$ cat src/rtl/core/btlv_pkg.sv
`default_nettype none

package btlv_pkg;

  // decoding phase, one-hot
  typedef enum logic [5:0] {
    PH_TAG_FIRST = 6'b000001,
    PH_TAG_MORE  = 6'b000010,
    PH_LEN_FIRST = 6'b000100,
    PH_LEN_MORE  = 6'b001000,
    PH_VALUE     = 6'b010000,
    PH_ABSORB    = 6'b100000
  } phase_t;

  typedef enum logic [1:0] {
    KIND_TAG   = 2'd0,
    KIND_LEN   = 2'd1,
    KIND_VALUE = 2'd2,
    KIND_DROP  = 2'd3
  } byte_kind_t;

  typedef enum logic [2:0] {
    ERR_NONE          = 3'd0,
    ERR_TAG_TRUNC     = 3'd1,
    ERR_LEN_MISSING   = 3'd2,
    ERR_LEN_TOO_MANY  = 3'd3,
    ERR_LEN_TRUNC     = 3'd4,
    ERR_VALUE_TRUNC   = 3'd5,
    ERR_TAG_TOO_LONG  = 3'd6
  } error_code_t;

  localparam logic [4:0] TAG_MORE_MASK = 5'h1F;

  typedef struct packed {
    phase_t      phase;
    logic [31:0] tag_acc;
    logic [2:0]  tag_cnt;
    logic [31:0] len_acc;
    logic [2:0]  len_left;
    logic [31:0] val_left;
  } state_t;

  typedef struct packed {
    byte_kind_t  byte_kind;
    logic [7:0]  out_byte;
    logic        header_done;
    logic [31:0] tag_value;
    logic [31:0] length_value;
    logic        value_last;
    error_code_t error_code;
  } result_t;

endpackage

`default_nettype wire

$ cat src/rtl/core/btlv_if.sv
`default_nettype none

interface btlv_in_if;
  logic       valid;
  logic       ready;
  logic [7:0] data_byte;
  logic       buffer_end;
  modport source (output valid, data_byte, buffer_end, input ready);
  modport sink   (input valid, data_byte, buffer_end, output ready);
endinterface

interface btlv_out_if;
  logic        valid;
  logic        ready;
  logic [1:0]  byte_kind;
  logic [7:0]  out_byte;
  logic        header_done;
  logic [31:0] tag_value;
  logic [31:0] length_value;
  logic        value_last;
  logic [2:0]  error_code;
  modport source (output valid, byte_kind, out_byte, header_done, tag_value,
                  length_value, value_last, error_code, input ready);
  modport sink   (input valid, byte_kind, out_byte, header_done, tag_value,
                  length_value, value_last, error_code, output ready);
endinterface

interface btlv_cfg_if;
  logic valid;
  logic ready;
  logic single_byte_length;
  modport source (output valid, single_byte_length, input ready);
  modport sink   (input valid, single_byte_length, output ready);
endinterface

`default_nettype wire

$ cat src/rtl/core/ber_tlv_stream_decoder_core.sv
// streaming ber-tlv header decoder
// in_chan: one buffer byte per item (data_byte) with buffer_end on the
//   buffer's last byte; valid/ready handshake
// out_chan: one result item per input item, in order: byte kind, the byte
//   itself, header_done with tag_value/length_value, value_last, error_code
// cfg_chan: single write-only register single_byte_length, always ready;
//   write it only while no item is in flight
// latency: the result of an item sits in the output register one cycle
//   after it is accepted
// throughput: one item per cycle; the decode state is updated in the same
//   cycle the item is accepted, so consecutive bytes chain with no bubble
// stall: when out_chan.ready is low and the output register is full,
//   in_chan.ready drops; nothing is lost or repeated
// reset (rst_n low, synchronous): decoder waits for the first tag byte,
//   output register empty, single_byte_length cleared
// after an error the remaining bytes up to buffer_end come out as discarded
`default_nettype none

module ber_tlv_stream_decoder_core #(
  parameter int MAX_TAG_BYTES    = 4,
  parameter int MAX_LENGTH_BYTES = 4
) (
  input  logic        clk,
  input  logic        rst_n,
  btlv_in_if.sink     in_chan,
  btlv_out_if.source  out_chan,
  btlv_cfg_if.sink    cfg_chan
);

  // decode state and its next value
  btlv_pkg::state_t  st_r;
  btlv_pkg::state_t  st_nxt;
  btlv_pkg::result_t res;

  logic single_byte_length_r;
  logic space;
  logic accept;

  // config register is always writable
  assign cfg_chan.ready = 1'b1;

  always_ff @(posedge clk) begin
    if (!rst_n) begin
      single_byte_length_r <= 1'b0;
    end else if (cfg_chan.valid) begin
      single_byte_length_r <= cfg_chan.single_byte_length;
    end
  end

  // take an item whenever the output register has room for its result
  assign in_chan.ready = space;
  assign accept        = in_chan.valid && space;

  btlv_step #(
    .MAX_TAG_BYTES    (MAX_TAG_BYTES),
    .MAX_LENGTH_BYTES (MAX_LENGTH_BYTES)
  ) u_step (
    .st                 (st_r),
    .data_byte          (in_chan.data_byte),
    .buffer_end         (in_chan.buffer_end),
    .single_byte_length (single_byte_length_r),
    .st_nxt             (st_nxt),
    .res                (res)
  );

  // decode state advances once per accepted item
  always_ff @(posedge clk) begin
    if (!rst_n) begin
      st_r.phase    <= btlv_pkg::PH_TAG_FIRST;
      st_r.tag_acc  <= '0;
      st_r.tag_cnt  <= '0;
      st_r.len_acc  <= '0;
      st_r.len_left <= '0;
      st_r.val_left <= '0;
    end else if (accept) begin
      st_r <= st_nxt;
    end
  end

  // result register towards the receiver
  btlv_out_stage u_out (
    .clk      (clk),
    .rst_n    (rst_n),
    .load     (accept),
    .res      (res),
    .space    (space),
    .out_chan (out_chan)
  );

endmodule

`default_nettype wire

$ cat src/rtl/core/btlv_step.sv
`default_nettype none

module btlv_step #(
  parameter int MAX_TAG_BYTES    = 4,
  parameter int MAX_LENGTH_BYTES = 4
) (
  input  btlv_pkg::state_t  st,
  input  logic [7:0]        data_byte,
  input  logic              buffer_end,
  input  logic              single_byte_length,
  output btlv_pkg::state_t  st_nxt,
  output btlv_pkg::result_t res
);

  logic        do_fin;
  logic [31:0] fin_len;
  logic [6:0]  n_len;
  logic [31:0] len_shift;
  logic [2:0]  len_left_dec;
  logic [31:0] val_dec;

  assign n_len        = data_byte[6:0];
  assign len_shift    = {st.len_acc[23:0], data_byte};
  assign len_left_dec = st.len_left - 3'd1;
  assign val_dec      = st.val_left - 32'd1;

  always_comb begin
    st_nxt           = st;
    do_fin           = 1'b0;
    fin_len          = '0;
    res.byte_kind    = btlv_pkg::KIND_DROP;
    res.out_byte     = data_byte;
    res.header_done  = 1'b0;
    res.tag_value    = '0;
    res.length_value = '0;
    res.value_last   = 1'b0;
    res.error_code   = btlv_pkg::ERR_NONE;

    unique case (st.phase)
      btlv_pkg::PH_TAG_FIRST: begin
        res.byte_kind  = btlv_pkg::KIND_TAG;
        st_nxt.tag_acc = {24'd0, data_byte};
        st_nxt.tag_cnt = 3'd1;
        if (data_byte[4:0] == btlv_pkg::TAG_MORE_MASK) begin
          st_nxt.phase = btlv_pkg::PH_TAG_MORE;
          if (buffer_end) begin
            res.error_code = btlv_pkg::ERR_TAG_TRUNC;
            st_nxt.phase   = btlv_pkg::PH_TAG_FIRST;
          end
        end else begin
          st_nxt.phase = btlv_pkg::PH_LEN_FIRST;
          if (buffer_end) begin
            res.error_code = btlv_pkg::ERR_LEN_MISSING;
            st_nxt.phase   = btlv_pkg::PH_TAG_FIRST;
          end
        end
      end
      btlv_pkg::PH_TAG_MORE: begin
        res.byte_kind = btlv_pkg::KIND_TAG;
        if (st.tag_cnt >= 3'(MAX_TAG_BYTES)) begin
          // byte not folded in, tag not extended
          res.error_code = btlv_pkg::ERR_TAG_TOO_LONG;
          st_nxt.phase   = buffer_end ? btlv_pkg::PH_TAG_FIRST : btlv_pkg::PH_ABSORB;
        end else begin
          st_nxt.tag_acc = {st.tag_acc[23:0], data_byte};
          st_nxt.tag_cnt = st.tag_cnt + 3'd1;
          if (data_byte[7]) begin
            if (buffer_end) begin
              res.error_code = btlv_pkg::ERR_TAG_TRUNC;
              st_nxt.phase   = btlv_pkg::PH_TAG_FIRST;
            end
          end else begin
            st_nxt.phase = btlv_pkg::PH_LEN_FIRST;
            if (buffer_end) begin
              res.error_code = btlv_pkg::ERR_LEN_MISSING;
              st_nxt.phase   = btlv_pkg::PH_TAG_FIRST;
            end
          end
        end
      end
      btlv_pkg::PH_LEN_FIRST: begin
        res.byte_kind = btlv_pkg::KIND_LEN;
        if (data_byte[7] && !single_byte_length) begin
          if (n_len > 7'(MAX_LENGTH_BYTES)) begin
            res.error_code = btlv_pkg::ERR_LEN_TOO_MANY;
            st_nxt.phase   = buffer_end ? btlv_pkg::PH_TAG_FIRST : btlv_pkg::PH_ABSORB;
          end else if (n_len == 7'd0) begin
            do_fin = 1'b1;
          end else begin
            st_nxt.len_acc  = '0;
            st_nxt.len_left = n_len[2:0];
            st_nxt.phase    = btlv_pkg::PH_LEN_MORE;
            if (buffer_end) begin
              res.error_code = btlv_pkg::ERR_LEN_TRUNC;
              st_nxt.phase   = btlv_pkg::PH_TAG_FIRST;
            end
          end
        end else begin
          do_fin  = 1'b1;
          fin_len = {24'd0, data_byte};
        end
      end
      btlv_pkg::PH_LEN_MORE: begin
        res.byte_kind   = btlv_pkg::KIND_LEN;
        st_nxt.len_acc  = len_shift;
        st_nxt.len_left = len_left_dec;
        if (len_left_dec == 3'd0) begin
          do_fin  = 1'b1;
          fin_len = len_shift;
        end else if (buffer_end) begin
          res.error_code = btlv_pkg::ERR_LEN_TRUNC;
          st_nxt.phase   = btlv_pkg::PH_TAG_FIRST;
        end
      end
      btlv_pkg::PH_VALUE: begin
        res.byte_kind   = btlv_pkg::KIND_VALUE;
        st_nxt.val_left = val_dec;
        if (val_dec == 32'd0) begin
          res.value_last = 1'b1;
          st_nxt.phase   = btlv_pkg::PH_TAG_FIRST;
        end else if (buffer_end) begin
          res.error_code = btlv_pkg::ERR_VALUE_TRUNC;
          st_nxt.phase   = btlv_pkg::PH_TAG_FIRST;
        end
      end
      default: begin
        res.byte_kind = btlv_pkg::KIND_DROP;
        st_nxt.phase  = buffer_end ? btlv_pkg::PH_TAG_FIRST : btlv_pkg::PH_ABSORB;
      end
    endcase

    // header complete on this byte
    if (do_fin) begin
      res.header_done  = 1'b1;
      res.tag_value    = st.tag_acc;
      res.length_value = fin_len;
      if (fin_len == 32'd0) begin
        res.value_last = 1'b1;
        st_nxt.phase   = btlv_pkg::PH_TAG_FIRST;
      end else begin
        st_nxt.val_left = fin_len;
        st_nxt.phase    = btlv_pkg::PH_VALUE;
        if (buffer_end) begin
          res.error_code = btlv_pkg::ERR_VALUE_TRUNC;
          st_nxt.phase   = btlv_pkg::PH_TAG_FIRST;
        end
      end
    end
  end

endmodule

`default_nettype wire

$ cat src/rtl/core/btlv_out_stage.sv
`default_nettype none

module btlv_out_stage (
  input  logic              clk,
  input  logic              rst_n,
  input  logic              load,
  input  btlv_pkg::result_t res,
  output logic              space,
  btlv_out_if.source        out_chan
);

  logic              valid_r;
  logic              valid_nxt;
  btlv_pkg::result_t res_r;

  // register frees up when empty or being drained this cycle
  assign space     = !valid_r || out_chan.ready;
  assign valid_nxt = load || (valid_r && !out_chan.ready);

  always_ff @(posedge clk) begin
    if (!rst_n) begin
      valid_r <= 1'b0;
    end else begin
      valid_r <= valid_nxt;
    end
  end

  always_ff @(posedge clk) begin
    if (load) begin
      res_r <= res;
    end
  end

  assign out_chan.valid        = valid_r;
  assign out_chan.byte_kind    = res_r.byte_kind;
  assign out_chan.out_byte     = res_r.out_byte;
  assign out_chan.header_done  = res_r.header_done;
  assign out_chan.tag_value    = res_r.tag_value;
  assign out_chan.length_value = res_r.length_value;
  assign out_chan.value_last   = res_r.value_last;
  assign out_chan.error_code   = res_r.error_code;

endmodule

`default_nettype wire

$ cat src/flat_wrapper.sv
// flat-port wrapper written by rule: the top's interface ports become plain ports
module ber_tlv_stream_decoder_core_flat 
#(
  parameter int MAX_TAG_BYTES    = 4,
  parameter int MAX_LENGTH_BYTES = 4
)
  (clk, rst_n, in_chan_valid, in_chan_data_byte, in_chan_buffer_end, in_chan_ready, out_chan_valid, out_chan_byte_kind, out_chan_out_byte, out_chan_header_done, out_chan_tag_value, out_chan_length_value, out_chan_value_last, out_chan_error_code, out_chan_ready, cfg_chan_valid, cfg_chan_single_byte_length, cfg_chan_ready);
  btlv_in_if in_chan_i ();
  btlv_out_if out_chan_i ();
  btlv_cfg_if cfg_chan_i ();
  input  logic clk;
  input  logic rst_n;
  input wire logic [$bits(in_chan_i.valid)-1:0] in_chan_valid;
  input wire logic [$bits(in_chan_i.data_byte)-1:0] in_chan_data_byte;
  input wire logic [$bits(in_chan_i.buffer_end)-1:0] in_chan_buffer_end;
  output wire logic [$bits(in_chan_i.ready)-1:0] in_chan_ready;
  output wire logic [$bits(out_chan_i.valid)-1:0] out_chan_valid;
  output wire logic [$bits(out_chan_i.byte_kind)-1:0] out_chan_byte_kind;
  output wire logic [$bits(out_chan_i.out_byte)-1:0] out_chan_out_byte;
  output wire logic [$bits(out_chan_i.header_done)-1:0] out_chan_header_done;
  output wire logic [$bits(out_chan_i.tag_value)-1:0] out_chan_tag_value;
  output wire logic [$bits(out_chan_i.length_value)-1:0] out_chan_length_value;
  output wire logic [$bits(out_chan_i.value_last)-1:0] out_chan_value_last;
  output wire logic [$bits(out_chan_i.error_code)-1:0] out_chan_error_code;
  input wire logic [$bits(out_chan_i.ready)-1:0] out_chan_ready;
  input wire logic [$bits(cfg_chan_i.valid)-1:0] cfg_chan_valid;
  input wire logic [$bits(cfg_chan_i.single_byte_length)-1:0] cfg_chan_single_byte_length;
  output wire logic [$bits(cfg_chan_i.ready)-1:0] cfg_chan_ready;
  assign in_chan_i.valid = in_chan_valid;
  assign in_chan_i.data_byte = in_chan_data_byte;
  assign in_chan_i.buffer_end = in_chan_buffer_end;
  assign in_chan_ready = in_chan_i.ready;
  assign out_chan_valid = out_chan_i.valid;
  assign out_chan_byte_kind = out_chan_i.byte_kind;
  assign out_chan_out_byte = out_chan_i.out_byte;
  assign out_chan_header_done = out_chan_i.header_done;
  assign out_chan_tag_value = out_chan_i.tag_value;
  assign out_chan_length_value = out_chan_i.length_value;
  assign out_chan_value_last = out_chan_i.value_last;
  assign out_chan_error_code = out_chan_i.error_code;
  assign out_chan_i.ready = out_chan_ready;
  assign cfg_chan_i.valid = cfg_chan_valid;
  assign cfg_chan_i.single_byte_length = cfg_chan_single_byte_length;
  assign cfg_chan_ready = cfg_chan_i.ready;
  ber_tlv_stream_decoder_core #(.MAX_TAG_BYTES(MAX_TAG_BYTES), .MAX_LENGTH_BYTES(MAX_LENGTH_BYTES)) u_core (.clk(clk), .rst_n(rst_n), .in_chan(in_chan_i), .out_chan(out_chan_i), .cfg_chan(cfg_chan_i));
endmodule
$ cat config.mk
export PLATFORM = sky130hd
export DESIGN_NAME = ber_tlv_stream_decoder_core_flat
export DESIGN_NICKNAME = d
export VERILOG_FILES = /design/src/rtl/core/btlv_pkg.sv /design/src/rtl/core/btlv_if.sv /design/src/rtl/core/ber_tlv_stream_decoder_core.sv /design/src/rtl/core/btlv_step.sv /design/src/rtl/core/btlv_out_stage.sv /design/src/flat_wrapper.sv
export SDC_FILE = /design/constraint.sdc
export NUM_CORES = 1
export LEC_CHECK = 0
export BUFFER_PORTS_ARGS = -buffer_cell sky130_fd_sc_hd__buf_2
export CORE_ASPECT_RATIO = 0.5
export CORE_MARGIN = 3
export CORE_UTILIZATION = 63
export CTS_CLUSTER_DIAMETER = 80
export DETAILED_ROUTE_END_ITERATION = 8
export PLACE_DENSITY = 0.84
export REMOVE_ABC_BUFFERS = 1
export SYNTH_ARGS = -nofsm -noshare
export SYNTH_HDL_FRONTEND = slang
export SYNTH_SLANG_ARGS = --single-unit
export TNS_END_PERCENT = 20
$ cat constraint.sdc
create_clock -name clk -period 6.4 [get_ports clk]
set_input_delay 0.96 -clock clk [delete_from_list [all_inputs] [get_ports clk]]
set_output_delay 0.96 -clock clk [all_outputs]
set_load 0.05 [all_outputs]
Yosys cells after proc, flatten, opt, wreduce, memory -nomap -nowiden
Cells that the tools add are included.
W data, S select, Z words.
Word-level totals
  flip-flop bits (word level): 181
  input bits: 15
  output and inout port bits: 82
  word-level logic and storage cells: 106
Cells by class
  $add $sub $neg: 3
  $lt $le $gt $ge: 2
  eq/ne operators: 13
  mux-type cells: 54
  reductions and logical operators: 19
Operator list (number)
  $mux W32: 4
  $mux W27: 3
  $pmux W35 S2: 1
  $mux W69: 1
  $mux W6: 11
  $logic_not A32 Y1: 2
  $pmux W32 S2: 1
  $pmux W27 S2: 1
  $mux W3: 12
  $mux W35: 1
  $sub A32 B1 Y32 const B: 1
  $pmux W6 S5: 1
  $pmux W3 S5: 1
  $mux W5: 2
  $mux W1: 8
  $mux W8: 1
  $ne A2 B2 Y1 const B: 4
  $gt A7 B3 Y1 const B: 1
  $logic_not A7 Y1: 1
  $eq A6 B1 Y1 const B: 1
  $eq A6 B2 Y1 const B: 1
  $eq A6 B3 Y1 const B: 1
  $eq A6 B4 Y1 const B: 1
  $eq A6 B5 Y1 const B: 1
  19 further kinds: 29

Depth between registers and ports, before layout
  word-level depth: 8
  depth in mapped cells: 12
  depth with buffers taken out: 9

Modules after synthesis
From an unflattened synthesis, not the netlist that was laid out.
Unflattened totals
  cell total of the unflattened synthesis: 1073
  area total of the unflattened synthesis: 9699.3 um^2
Modules (own cells, without submodules)
  ber_tlv_stream_decoder_core: instances 1, cells each 498, area each 4170.2 um^2, seq. area each 2182.1 um^2
  btlv_step: instances 1, cells each 492, area each 3108.0 um^2, seq. area each 0.0 um^2
  btlv_out_stage: instances 1, cells each 83, area each 2421.1 um^2, seq. area each 2392.3 um^2

Least setup slack after synthesis
OpenSTA, ideal clock, no wires.
  path kind: input-to-reg
  from: input port out_chan_ready
  to: register u_core.u_out.res_r, in the netlist u_core.u_out.out_chan.byte_kind[0] (enable)
  setup time: 477 ps
  data arrival time: 4443 ps
  data required time: 5923 ps
  slack: 1480 ps
  stages: 5
  buffers on the path: 2
  path through: nand2b_1 nand2_1 inv_1 clkbuf_1 clkbuf_1
Between the ends
  longest elaborated chain between the ends: 2
Ends and longest elaborated chain
  from (decl): RTL line flat_wrapper.sv:25  | input wire logic [$bits(out_chan_i.ready)-1:0] out_chan_ready;
  $logic_or A1 B1 Y1: RTL line btlv_out_stage.sv:17  | assign space = !valid_r || out_chan.ready;
  $logic_and A1 B1 Y1: RTL line ber_tlv_stream_decoder_core.sv:52  | assign accept = in_chan.valid && space;
  net u_core.accept: RTL line ber_tlv_stream_decoder_core.sv:37  | logic accept;
  to (signal assigned): RTL line btlv_out_stage.sv:30  | res_r <= res;
  to (decl): RTL line btlv_out_stage.sv:14  | btlv_pkg::result_t res_r;
The timed path passes the listed nets, and every way through them passes these cells.
A chain may end at the register's enable or synchronous reset.

==> flow_summary.ini <==
[placed_design]
io_buffers = 95
post-place-ws_ps = 3064
dp_hpwl_mm = 12.95
place_congestion = 0.9278

[clock_network]
htree_num_levels = 4
ctsLongestPathBuffers = 2
cts_sinks = 181
post_cts_buffers = 0
clockRootBuffer = clkbuf_16
cts_tree = yes
cts_resized = 0
insertion_delay_ps = 430
hold_buffers = 0
worst_setup_hold_path_clk_slew_ps = 70
numCtsBuffers = 17

[timing]
final.period_utilization = 0.5194
worst_slack_ps = 3076
slew_headroom = 0.1222
slew_violations = 0
tightest_slew_ps = 1311
clock_skew_ps = 10.64
layout_min_cycle_time_ps = 3324
hold_viol = 0
setup_violations = 0
rsz0062_at_grt = no
max_freq_ghz = 0.3008

[logic_synthesis]
synth_seq_area_share = 0.5308
syn_inst = 878
synthTopCellsByArea = edfxtp_1 29%, dfxtp_1 25%, a21oi_1 5.6%
synth-seq-cells = 181
synth_edf_count = 79
yosysTopAreaCell = edfxtp_1
ys.warnings.count = 0
synth-main-ff-cell = dfxtp_1
synth.avg_cell_area_sq_um = 9.471
syn_area_sq_mm = 0.008315
ys_async_sr_fraction = 0
synthDistinctLibCells = 65
synth.top_cell.area_share = 0.2853

[final_layout]
area_growth_pct = 12.61
diodes = 0
nets = 961
drive_above_1_share = 0.1784

[route]
drc_errors = 0
ant_nets = 0
avgViaCountPerCell = 6.274
routedWlPerCell_um = 18.50
firstDrtPassIters = 6
vias = 7014
wl_mm = 20.68
initialDrtViolationCount = 840

[critical_path]
cp_common_cell = nand4_1
crit_path_cell_trace = inv_1 > ha_1 > nor3b_2 > nand4_1 > o31a_1 > nor4_1 > nand4_1 > o22ai_2 > a31oi_1
startpoint_type = flip-flop
critical_path.max_stage_delay_ps = 540
cp_max_fo = 9
worst-r2r-setup-slack_ps = 3080
slowest_stage = nor3b_2
end_kind = flip-flop
cp.arrival_ps = 3500
cp.required_ps = 6580
criticalPathCategory = reg2reg

[floorplanning]
fp-row-count = 28
fp.dieW_um = 168.5
dieArea_sq_mm = 0.01470
start_util = 0.6743
core_sq_mm = 0.01233
boundaryPins = 97
die_h_um = 87.24

[global_routing]
grt_pass1_vias = 6614
grt_pass1_wl_mm = 33.75
grtUsageTotal = 0.2869
overflow = 0
grt_max_degree = 91
antenna_found_initial = 0

[power]
peakVddDrop_mv = 0.1682
p_total_mw = 2.497
power_density_mw_per_mm2 = 266.7
leakage_nw = 3.545

[run_status]
status = finished, final reports clean

[worst_hold_path]
hold_path_class = reg2reg

[run]
drv_cap = 0
stage by stage:
step	hold WS [ps]	setup TNS [ps]	instances	cell area, sq um	utilization
floorplan	427.3	-6525	815	8016	-
global placement	434.5	0	1086	8796	0.7133
detailed placement	443.3	0	1086	8796	0.7133
CTS	453.2	0	1118	9364	0.7593
global route	471.4	0	1118	9364	0.7593
finish	452.9	0	1118	9364	0.7593
placed cells by master (no fill, tap or decap), types with 14 or more instances in the layout:
| master | n |
|---|---|
| o21ai_1 | 14 |
| nor3_1 | 17 |
| edfxtp_1 | 79 |
| buf_2 | 95 |
| nor2_1 | 46 |
| nor4_1 | 22 |
| dfxtp_1 | 102 |
| nand2_1 | 96 |
| o21ai_0 | 36 |
| inv_1 | 24 |
| nand3_1 | 60 |
| a21oi_1 | 92 |
| and2_1 | 67 |
| clkbuf_16 | 17 |
cell families after synthesis:
kind of cell / count (synthesis) / share of synthesized area
adders and majority gates: 6 / 0.009028
DFF: 181 / 0.5308
xor gates and xnor gates: 16 / 0.01685
other: 1 / 0.0004510
AOI/OAI and AO/OA: 217 / 0.1604
buffers and inverters: 89 / 0.04770
muxes: 2 / 0.002408
and+or+nand+nor: 366 / 0.2323
cell usage after synthesis, drive strengths merged (3+ instances only):
master / n
a211oi: 7
a21o: 3
a21oi: 99
a221oi: 3
a22oi: 4
a2bb2oi: 10
and2: 67
and3: 5
buf: 14
clkbuf: 49
dfxtp: 102
edfxtp: 79
ha: 6
inv: 26
nand2: 96
nand2b: 4
nand3: 60
nand4: 9
nor2: 46
nor3: 18
nor3b: 4
nor4: 27
o21ai: 51
o22ai: 14
o31a: 4
or2: 9
or3: 5
or4: 7
xnor2: 8
xor2: 8
sequential cells by signal, indices dropped and copies added, names as in the netlist:
| name | flops |
|---|---|
| u_core.st_r | 100 |
| u_core.u_out.out_chan.length_value | 32 |
| u_core.u_out.out_chan.tag_value | 32 |
| u_core.u_out.out_chan.out_byte | 8 |
| u_core.u_out.out_chan.error_code | 3 |
| u_core.u_out.out_chan.byte_kind | 2 |
| u_core.single_byte_length_r | 1 |
| u_core.u_out.out_chan.header_done | 1 |
| u_core.u_out.out_chan.valid | 1 |
| u_core.u_out.out_chan.value_last | 1 |
worst max-delay path: cells and delay by family, from the launching register on:
family	cells	cell delay [ps]
adders and majority gates	1	320
AOI/OAI and AO/OA	3	710
and+or+nand+nor	4	1550
DFF	1	380
buffers and inverters	1	120
layer usage:
layer	track usage	share of wire	up-vias
met5	0	0	-
met4	0.1010	0.025	0
met3	0.05984	0.088	47
met2	0.4731	0.47	414
met1	0.3832	0.42	3277
li1	-	-	3276
layout make-up:
type | count | area, sq um
Sequential cell | 181 | 4414
Multi-Input combinational cell | 608 | 3517
Fill cell | 846 | 2968
Timing Repair Buffer | 106 | 558.0
Clock buffer | 17 | 425.4
Tap cell | 165 | 206.4
Clock inverter | 15 | 142.6
Inverter | 26 | 100.1
report_power, final:
part | internal [mW] | total [mW] | switching [mW]
registers | 1.24 | 1.25 | 0.0137
logic | 0.0498 | 0.243 | 0.193
clock network | 0.515 | 1.00 | 0.489
path summary, 6_finish.rpt:
path,startpoint,end,cells after the start
worst min-delay path,u_core.st_r[33],u_core.st_r[33],2
worst max register to register,u_core.st_r[0],u_core.u_out.out_chan.error_code[2],9
worst max-delay path,u_core.st_r[0],u_core.u_out.out_chan.error_code[2],9
worst min register to register,u_core.st_r[33],u_core.st_r[33],2
(Power assumes the default switching activity.)
